`config.mk`:
```
export PLATFORM = sky130hd
export DESIGN_NAME = bitap_dna_edit_distance_bitvectors_unit
export DESIGN_NICKNAME = d
export VERILOG_FILES = /design/src/rtl/core/bitap_pkg.sv /design/src/rtl/core/bitap_ram.sv /design/src/rtl/core/bitap_level.sv /design/src/rtl/core/bitap_dna_edit_distance_bitvectors_unit.sv
export SDC_FILE = /design/constraint.sdc
export NUM_CORES = 2
export LEC_CHECK = 0
export ABC_CLOCK_PERIOD_IN_PS = 15840
export BUFFER_PORTS_ARGS = -buffer_cell sky130_fd_sc_hd__buf_4
export CAP_MARGIN = 20
export CORE_AREA = 2 2 316 318
export DETAILED_ROUTE_END_ITERATION = 16
export DIE_AREA = 0 0 318 320
export MAX_ROUTING_LAYER = met4
export PLACE_DENSITY = 0.78
export SLEW_MARGIN = 20
export SYNTH_ARGS = -nofsm -noshare
export SYNTH_HDL_FRONTEND = slang
export SYNTH_HIERARCHICAL = 1
export SYNTH_SLANG_ARGS = --single-unit
export TNS_END_PERCENT = 10
```
`constraint.sdc`:
```
create_clock -name i_clk -period 15.84 [get_ports i_clk]
set_clock_uncertainty 0.05 [all_clocks]
set_input_delay 1.584 -clock i_clk [delete_from_list [all_inputs] [get_ports i_clk]]
set_output_delay 1.584 -clock i_clk [all_outputs]
set_load 0.03 [all_outputs]
```
`src/rtl/core/bitap_pkg.sv`:
```
`default_nettype none

package bitap_pkg;

    // Pattern word width and the deepest error level that storage holds.
    localparam int unsigned VEC_W      = 64;
    localparam int unsigned MAX_ERRORS = 8;
    localparam int unsigned LEVELS     = MAX_ERRORS + 1;
    localparam int unsigned LVL_W      = 4;
    localparam int unsigned PLEN_W     = 7;
    localparam int unsigned TOP_W      = 6;
    localparam int unsigned CFG_IDX_W  = 3;

    typedef logic [VEC_W-1:0]  t_vec;
    typedef logic [LVL_W-1:0]  t_level;

    localparam t_vec   VEC_ONES  = '1;
    localparam t_level LEVEL_MAX = t_level'(MAX_ERRORS);

    // Configuration register indexes.
    typedef enum logic [CFG_IDX_W-1:0] {
        CFG_MASK_A   = 3'd0,
        CFG_MASK_C   = 3'd1,
        CFG_MASK_G   = 3'd2,
        CFG_MASK_T   = 3'd3,
        CFG_PLEN     = 3'd4,
        CFG_MAX_ERR  = 3'd5
    } t_cfg_idx;

    // Base codes.
    typedef enum logic [1:0] {
        BASE_A = 2'd0,
        BASE_C = 2'd1,
        BASE_G = 2'd2,
        BASE_T = 2'd3
    } t_base;

    // Operands of one level update.
    typedef struct packed {
        logic level0;
        t_vec bm;
        t_vec old_same;
        t_vec prev_old;
        t_vec prev_new;
    } t_lvl_in;

    // Vectors produced by one level update.
    typedef struct packed {
        t_vec match_bits;
        t_vec subst_bits;
        t_vec insert_bits;
        t_vec del_bits;
        t_vec new_vec;
    } t_lvl_out;

endpackage

`default_nettype wire

```
`src/rtl/core/bitap_ram.sv`:
```
`default_nettype none

module bitap_ram #(
    parameter int unsigned WIDTH = 64,
    parameter int unsigned DEPTH = 9
) (
    input  wire logic                     i_clk,
    input  wire logic                     i_we,
    input  wire logic [$clog2(DEPTH)-1:0] i_waddr,
    input  wire logic [WIDTH-1:0]         i_wdata,
    input  wire logic [$clog2(DEPTH)-1:0] i_raddr,
    output logic      [WIDTH-1:0]         o_rdata
);

    logic [WIDTH-1:0] r_mem [DEPTH];

    always_ff @(posedge i_clk) begin
        if (i_we) begin
            r_mem[i_waddr] <= i_wdata;
        end
        o_rdata <= r_mem[i_raddr];
    end

endmodule

`default_nettype wire

```
`src/rtl/core/bitap_level.sv`:
```
`default_nettype none

module bitap_level (
    input  wire bitap_pkg::t_lvl_in  i_op,
    output bitap_pkg::t_lvl_out      o_res
);
    import bitap_pkg::*;

    t_vec match_v;

    // Level zero has no lower level: its edit vectors are all ones and the
    // new vector is the match vector alone.
    always_comb begin
        match_v = (i_op.old_same << 1) | i_op.bm;
        o_res.match_bits = match_v;
        if (i_op.level0) begin
            o_res.subst_bits  = VEC_ONES;
            o_res.insert_bits = VEC_ONES;
            o_res.del_bits    = VEC_ONES;
            o_res.new_vec     = match_v;
        end else begin
            o_res.subst_bits  = i_op.prev_old << 1;
            o_res.insert_bits = i_op.prev_new << 1;
            o_res.del_bits    = i_op.prev_old;
            o_res.new_vec     = match_v & (i_op.prev_old << 1)
                              & (i_op.prev_new << 1) & i_op.prev_old;
        end
    end

endmodule

`default_nettype wire

```
`src/rtl/core/bitap_dna_edit_distance_bitvectors_unit.sv`:
```
`default_nettype none
// Bitap approximate matcher for one DNA pattern of up to 64 bases.
// Input channel (i_in_valid / o_in_ready) carries one text character per
// transfer, last text base first: a 2-bit base code, an is-base flag and a
// restart flag that sets every error-level vector to all ones first.
// Output channel (o_out_valid / i_out_ready) carries one result per error
// level 0..k, k = min(max_errors, 8), in rising level order; the result for
// level k has last_level set and reports found and best_error.
// The user must write the configuration port (i_cfg_we, i_cfg_idx,
// i_cfg_data) only while the block is idle; the block does not enforce it.
// Each write takes effect at the same clock edge. The level vectors sit in
// a 9-entry RAM with a registered read. One level is read, updated and
// written back per cycle unless the receiver stalls; a base holds off the
// next transfer until its last level is written back. A character that is
// not a base leaves the block idle and produces no result. Reset
// (synchronous, active low) restores the configuration defaults and marks
// every RAM entry as invalid, which reads as all ones; the restart flag
// does the same to the entries. When the receiver stalls, the output
// register holds its result and the level sequencer waits with it.
module bitap_dna_edit_distance_bitvectors_unit (
    input  wire logic                         i_clk,
    input  wire logic                         i_rst_n,
    input  wire logic                         i_cfg_we,
    input  wire logic [bitap_pkg::CFG_IDX_W-1:0] i_cfg_idx,
    input  wire logic [bitap_pkg::VEC_W-1:0]  i_cfg_data,
    input  wire logic                         i_in_valid,
    output logic                              o_in_ready,
    input  wire logic [1:0]                   i_in_base,
    input  wire logic                         i_in_is_base,
    input  wire logic                         i_in_new_text,
    output logic                              o_out_valid,
    input  wire logic                         i_out_ready,
    output logic [bitap_pkg::LVL_W-1:0]       o_out_error_level,
    output logic [bitap_pkg::VEC_W-1:0]       o_out_match_bits,
    output logic [bitap_pkg::VEC_W-1:0]       o_out_subst_bits,
    output logic [bitap_pkg::VEC_W-1:0]       o_out_insert_bits,
    output logic [bitap_pkg::VEC_W-1:0]       o_out_delete_bits,
    output logic                              o_out_last_level,
    output logic                              o_out_found,
    output logic [bitap_pkg::LVL_W-1:0]       o_out_best_error
);
    import bitap_pkg::*;

    typedef enum logic [1:0] {
        S_IDLE = 2'b01,
        S_CALC = 2'b10
    } t_state;

    // Configuration registers.
    t_vec                r_mask_a, r_mask_c, r_mask_g, r_mask_t;
    logic [PLEN_W-1:0]   r_plen;
    logic [LVL_W-1:0]    r_max_err;

    // Sequencer state.
    t_state              r_state, n_state;
    t_level              r_lvl;
    logic [LEVELS-1:0]   r_valid;
    t_vec                r_bm;
    t_vec                r_prev_old;
    t_vec                r_prev_new;
    logic                r_found;
    t_level              r_best;

    // Output register.
    logic                r_out_valid;

    logic                in_xfer;
    logic                advance;
    logic                is_last;
    t_level              k_lvl;
    logic [TOP_W-1:0]    top_idx;
    t_vec                sel_mask;
    t_level              raddr;
    t_vec                rdata;
    t_lvl_in             lvl_op;
    t_lvl_out            lvl_res;
    logic                hit;
    logic                found_now;
    t_level              best_now;

    assign o_in_ready  = (r_state == S_IDLE);
    assign in_xfer     = i_in_valid && o_in_ready;
    assign advance     = (r_state == S_CALC) && (!r_out_valid || i_out_ready);
    assign o_out_valid = r_out_valid;

    // A threshold above the deepest stored level acts as the deepest level.
    assign k_lvl   = (r_max_err > LEVEL_MAX) ? LEVEL_MAX : r_max_err;
    assign is_last = (r_lvl == k_lvl);

    // Found bit position: length zero acts as one, anything past the word
    // acts as the full word.
    always_comb begin
        if (r_plen == '0) begin
            top_idx = '0;
        end else if (r_plen > PLEN_W'(VEC_W)) begin
            top_idx = TOP_W'(VEC_W - 1);
        end else begin
            top_idx = TOP_W'(r_plen - PLEN_W'(1));
        end
    end

    always_comb begin
        case (t_base'(i_in_base))
            BASE_A:  sel_mask = r_mask_a;
            BASE_C:  sel_mask = r_mask_c;
            BASE_G:  sel_mask = r_mask_g;
            default: sel_mask = r_mask_t;
        endcase
    end

    // While idle the RAM keeps level zero on its read port so the first
    // level of a new base finds its old vector ready. While computing, the
    // next level is fetched as the current one is written back; a stall
    // keeps the current address so the read data stays put.
    always_comb begin
        if (r_state == S_CALC && !advance) begin
            raddr = r_lvl;
        end else if (r_state == S_CALC && !is_last) begin
            raddr = r_lvl + t_level'(1);
        end else begin
            raddr = '0;
        end
    end

    bitap_ram #(
        .WIDTH (VEC_W),
        .DEPTH (LEVELS)
    ) u_ram (
        .i_clk   (i_clk),
        .i_we    (advance),
        .i_waddr (r_lvl),
        .i_wdata (lvl_res.new_vec),
        .i_raddr (raddr),
        .o_rdata (rdata)
    );

    // An entry not written since reset or the last restart reads as ones.
    always_comb begin
        lvl_op.level0   = (r_lvl == '0);
        lvl_op.bm       = r_bm;
        lvl_op.old_same = r_valid[r_lvl] ? rdata : VEC_ONES;
        lvl_op.prev_old = r_prev_old;
        lvl_op.prev_new = r_prev_new;
    end

    bitap_level u_level (
        .i_op  (lvl_op),
        .o_res (lvl_res)
    );

    // The lowest level whose found bit is clear wins.
    assign hit       = !lvl_res.new_vec[top_idx];
    assign found_now = r_found || hit;
    assign best_now  = r_found ? r_best : (hit ? r_lvl : '0);

    always_comb begin
        n_state = r_state;
        unique case (r_state)
            S_IDLE: begin
                if (in_xfer && i_in_is_base) begin
                    n_state = S_CALC;
                end
            end
            S_CALC: begin
                if (advance && is_last) begin
                    n_state = S_IDLE;
                end
            end
            default: n_state = S_IDLE;
        endcase
    end

    always_ff @(posedge i_clk) begin
        if (!i_rst_n) begin
            r_mask_a  <= VEC_ONES;
            r_mask_c  <= VEC_ONES;
            r_mask_g  <= VEC_ONES;
            r_mask_t  <= VEC_ONES;
            r_plen    <= PLEN_W'(VEC_W);
            r_max_err <= LEVEL_MAX;
        end else if (i_cfg_we) begin
            unique case (i_cfg_idx)
                CFG_MASK_A:  r_mask_a  <= i_cfg_data;
                CFG_MASK_C:  r_mask_c  <= i_cfg_data;
                CFG_MASK_G:  r_mask_g  <= i_cfg_data;
                CFG_MASK_T:  r_mask_t  <= i_cfg_data;
                CFG_PLEN:    r_plen    <= i_cfg_data[PLEN_W-1:0];
                CFG_MAX_ERR: r_max_err <= i_cfg_data[LVL_W-1:0];
                default: begin
                end
            endcase
        end
    end

    always_ff @(posedge i_clk) begin
        if (!i_rst_n) begin
            r_state     <= S_IDLE;
            r_valid     <= '0;
            r_out_valid <= 1'b0;
            r_lvl       <= '0;
            r_found     <= 1'b0;
            r_best      <= '0;
        end else begin
            r_state <= n_state;
            if (in_xfer) begin
                if (i_in_new_text) begin
                    r_valid <= '0;
                end
                r_lvl   <= '0;
                r_found <= 1'b0;
                r_best  <= '0;
            end else if (advance) begin
                r_valid[r_lvl] <= 1'b1;
                r_lvl          <= r_lvl + t_level'(1);
                r_found        <= found_now;
                r_best         <= best_now;
            end
            if (advance) begin
                r_out_valid <= 1'b1;
            end else if (i_out_ready) begin
                r_out_valid <= 1'b0;
            end
        end
    end

    // Payload registers.
    always_ff @(posedge i_clk) begin
        if (in_xfer) begin
            r_bm <= sel_mask;
        end
        if (advance) begin
            r_prev_old        <= lvl_op.old_same;
            r_prev_new        <= lvl_res.new_vec;
            o_out_error_level <= r_lvl;
            o_out_match_bits  <= lvl_res.match_bits;
            o_out_subst_bits  <= lvl_res.subst_bits;
            o_out_insert_bits <= lvl_res.insert_bits;
            o_out_delete_bits <= lvl_res.del_bits;
            o_out_last_level  <= is_last;
            o_out_found       <= is_last && found_now;
            o_out_best_error  <= is_last ? best_now : '0;
        end
    end

endmodule

`default_nettype wire

```
==> flow_summary.yaml <==
status:
  status: "complete, no violations"
final_layout:
  drive_gt1_share_pct: 25.93
  nFillCells: 7097
  postLayoutCoreUtil_pct: 62.75
  area_delta_synth_final_pct: 14.43
  num-nets-final: 4165
  multiInputGateArea_mm2: 0.01384
  seqCellArea_mm2: 0.03807
routing:
  routedWlPerCell_um: 22.69
  wirelength_um: 124800
  via_per_inst: 5.759
  routed-via-count: 31670
  drt_iter0_drc: 3544
  dr.pass1.iters: 6
  drcViolationCount: 0
  antenna_left: 0
worst_hold_path:
  min_from: "u_ram/r_mem[8][10]$_DFFE_PP_"
  hold-path-endpoint: "u_ram/o_rdata[10]$_DFF_P_"
  hold_depth: 2
  min_path_type: "flop to flop"
power_and_ir_drop:
  leakage_nw: 21.03
  powerDensity_mw_per_mm2: 119.8
  p_switching_mw: 1.532
  clock_power_share_pct: 43.8
  ir_worst_vdd_mv: 0.09354
  seqPwrFrac_pct: 53.3
  power_frac_comb_pct: 3.0
  p_sw_share_pct: 20.79
  p_int_mw: 5.836
floorplanning:
  dieArea_mm2: 0.1018
  die_height_um: 320
  initial_core_util_pct: 54.83
  fp.dieW_um: 318
  coreArea_mm2: 0.09799
  placementRows: 115
  boundaryPins: 344
clocking:
  cts_root_buffer: "clkbuf_16"
  clkSinkCount: 1385
  clock_path_buffers: 3
  ctsHtreeMaxLevel: 4
  cts_tree: "yes"
  cts_hold_buffers: 0
  cts_resized: 0
  numCtsBuffers: 140
  clk-insertion-delay-late_ns: 0.75
  post_cts_buffers: 0
  clkTransAtPathRegs_ns: 0.06
grt:
  grt_remaining_overflow: 0
  groute.usage.overall_pct: 25.04
  grt_max_degree: 166
  grt_pass1_vias: 31840
  grt_pass1_wl_um: 189000
  antenna_found_initial: 15
yosys:
  synthesis.area_mm2: 0.05373
  avgSynthCellArea_um2: 14.07
  yosysWarnings: 6
  synth_nets: 3900
  syn_inst: 3818
timing:
  setup_slack_ns: 10.31
  worstMarginPinSlew_ns: 1.129
  finalSetupTns_ns: 0
  maxSlewHeadroom_pct: 23.92
  finalSetupViolations: 0
  timing.final.crit_share_pct: 34.92
  fmax_ghz: 0.1808
  rsz0062_at_grt: "no"
  finalHoldViolCount: 0
  drv_slew: 0
  final.min_clock_period_ns: 5.531
critical_path:
  critPathRequiredTime_ns: 16.42
  critPathLaunchType: "flop"
  end_kind: "flop"
  crit_slowest_cell: "a2111oi_0"
  worst_path_largest_cell_delay_ns: 0.72
  crit-reg2reg-capture: "r_best[2]$_SDFFE_PP0P_"
  crit_fanout: 86
  r2r_start: "r_lvl[0]$_SDFFE_PP0P_"
  rrSetupSlack_ns: 10.31
  worstRegToRegCells: 13
  crit_type: "flop to flop"
  cp_cell_sequence: "inv_1 -> ha_1 -> nor2b_1 -> nor2b_4 -> buf_4 -> a31oi_1 -> nor2_1 -> nand2_1 -> a2111oi_0 -> o22ai_1 -> o21ai_2 -> a32oi_1 -> a32o_1"
  cp.arrival_ns: 6.11
placement:
  gp_congestion: 0.8911
  dp_hpwl_um: 72770
  place_ws_ns: 10.39
  io_buffers: 343
run:
  maxCapViolations: 0
## layer usage
| metal | vias up | global-route usage, % | part of all wire, % |
|---|---|---|---|
| met5 | - | - | 0 |
| met4 | 0 | 7.788 | 2.6 |
| met3 | 226 | 5.699 | 8.7 |
| met2 | 1345 | 38.69 | 47 |
| met1 | 15670 | 33.20 | 42 |
| li1 | 14430 | - | - |
## layout make-up
type / instances / area share [%]
diodes: 9 / 0.03663
clock buffers: 196 / 6.421
clock inverters: 66 / 0.9544
inverters: 72 / 0.4518
multi-input cells: 2074 / 22.50
flip-flops and latches: 1385 / 61.92
well taps: 1287 / 2.619
repair buffers: 410 / 5.098
## per-stage QoR
step / area [um^2] / hold WS (ns) / instances / power, mW
3_3_place_gp: 56910 / 0.3802 / 5227 / 4.211
6_report: 61480 / 0.4023 / 5499 / 7.368
4_1_cts: 61440 / 0.4027 / 5489 / 7.422
3_5_place_dp: 56910 / 0.3880 / 5227 / 4.218
2_1_floorplan: 53730 / 0.3772 / 3818 / 4.137
5_1_grt: 61480 / 0.4144 / 5498 / 7.590
## power groups by stage
stage | Sequential, mW | Combinational, mW | Clock [mW]
2_1_floorplan | 4.00 | 0.138 | 0
3_3_place_gp | 4.00 | 0.212 | 0
3_5_place_dp | 4.00 | 0.217 | 0
4_1_cts | 3.92 | 0.218 | 3.28
5_1_grt | 3.93 | 0.238 | 3.43
6_report | 3.92 | 0.219 | 3.22
## worst max-delay path: cells and delay by family, from the launching register on
kind                       cells  cell delay (ns)
buffers and inverters          2             0.90
adders and majority gates      1             0.21
DFF                            1             0.57
AOI/OAI and AO/OA              6             1.96
and+or+nand+nor                4             1.62
## sequential cells by signal, summed over array words and instances (netlist names), 2 cells and up
name	count
r_max_err	4
r_mask_t	64
r_prev_new	63
o_out_best_error	4
u_ram/o_rdata	64
r_valid	9
u_ram/r_mem	576
r_bm	64
o_out_subst_bits	64
r_prev_old	64
r_lvl	4
r_plen	7
o_out_match_bits	64
r_state	2
o_out_error_level	4
r_mask_g	64
r_mask_c	64
r_best	4
o_out_insert_bits	64
r_mask_a	64
o_out_delete_bits	64
## worst max-delay path by stage
stage / from / end / cells after the start
after floorplan: i_out_ready / u_ram/r_mem[4][0]$_DFFE_PP_ / 5
after global placement: r_lvl[0]$_SDFFE_PP0P_ / r_best[1]$_SDFFE_PP0P_ / 14
after detailed placement: r_lvl[0]$_SDFFE_PP0P_ / r_best[3]$_SDFFE_PP0P_ / 13
after CTS: r_lvl[0]$_SDFFE_PP0P_ / r_best[2]$_SDFFE_PP0P_ / 13
after global routing: r_lvl[0]$_SDFFE_PP0P_ / r_best[2]$_SDFFE_PP0P_ / 13
final: r_lvl[0]$_SDFFE_PP0P_ / r_best[2]$_SDFFE_PP0P_ / 13
## placed cells by master, fill, tap and decap left out, types with 71 or more instances in the layout
cell       count
or2_2        163
nand2_1      623
edfxtp_1    1033
dfxtp_1      351
mux2i_1      145
inv_1         71
mux2_2       130
nand3_1      271
nor2_1       168
clkbuf_16    143
buf_4        405
o22ai_1       73
(Power assumes the default switching activity.)
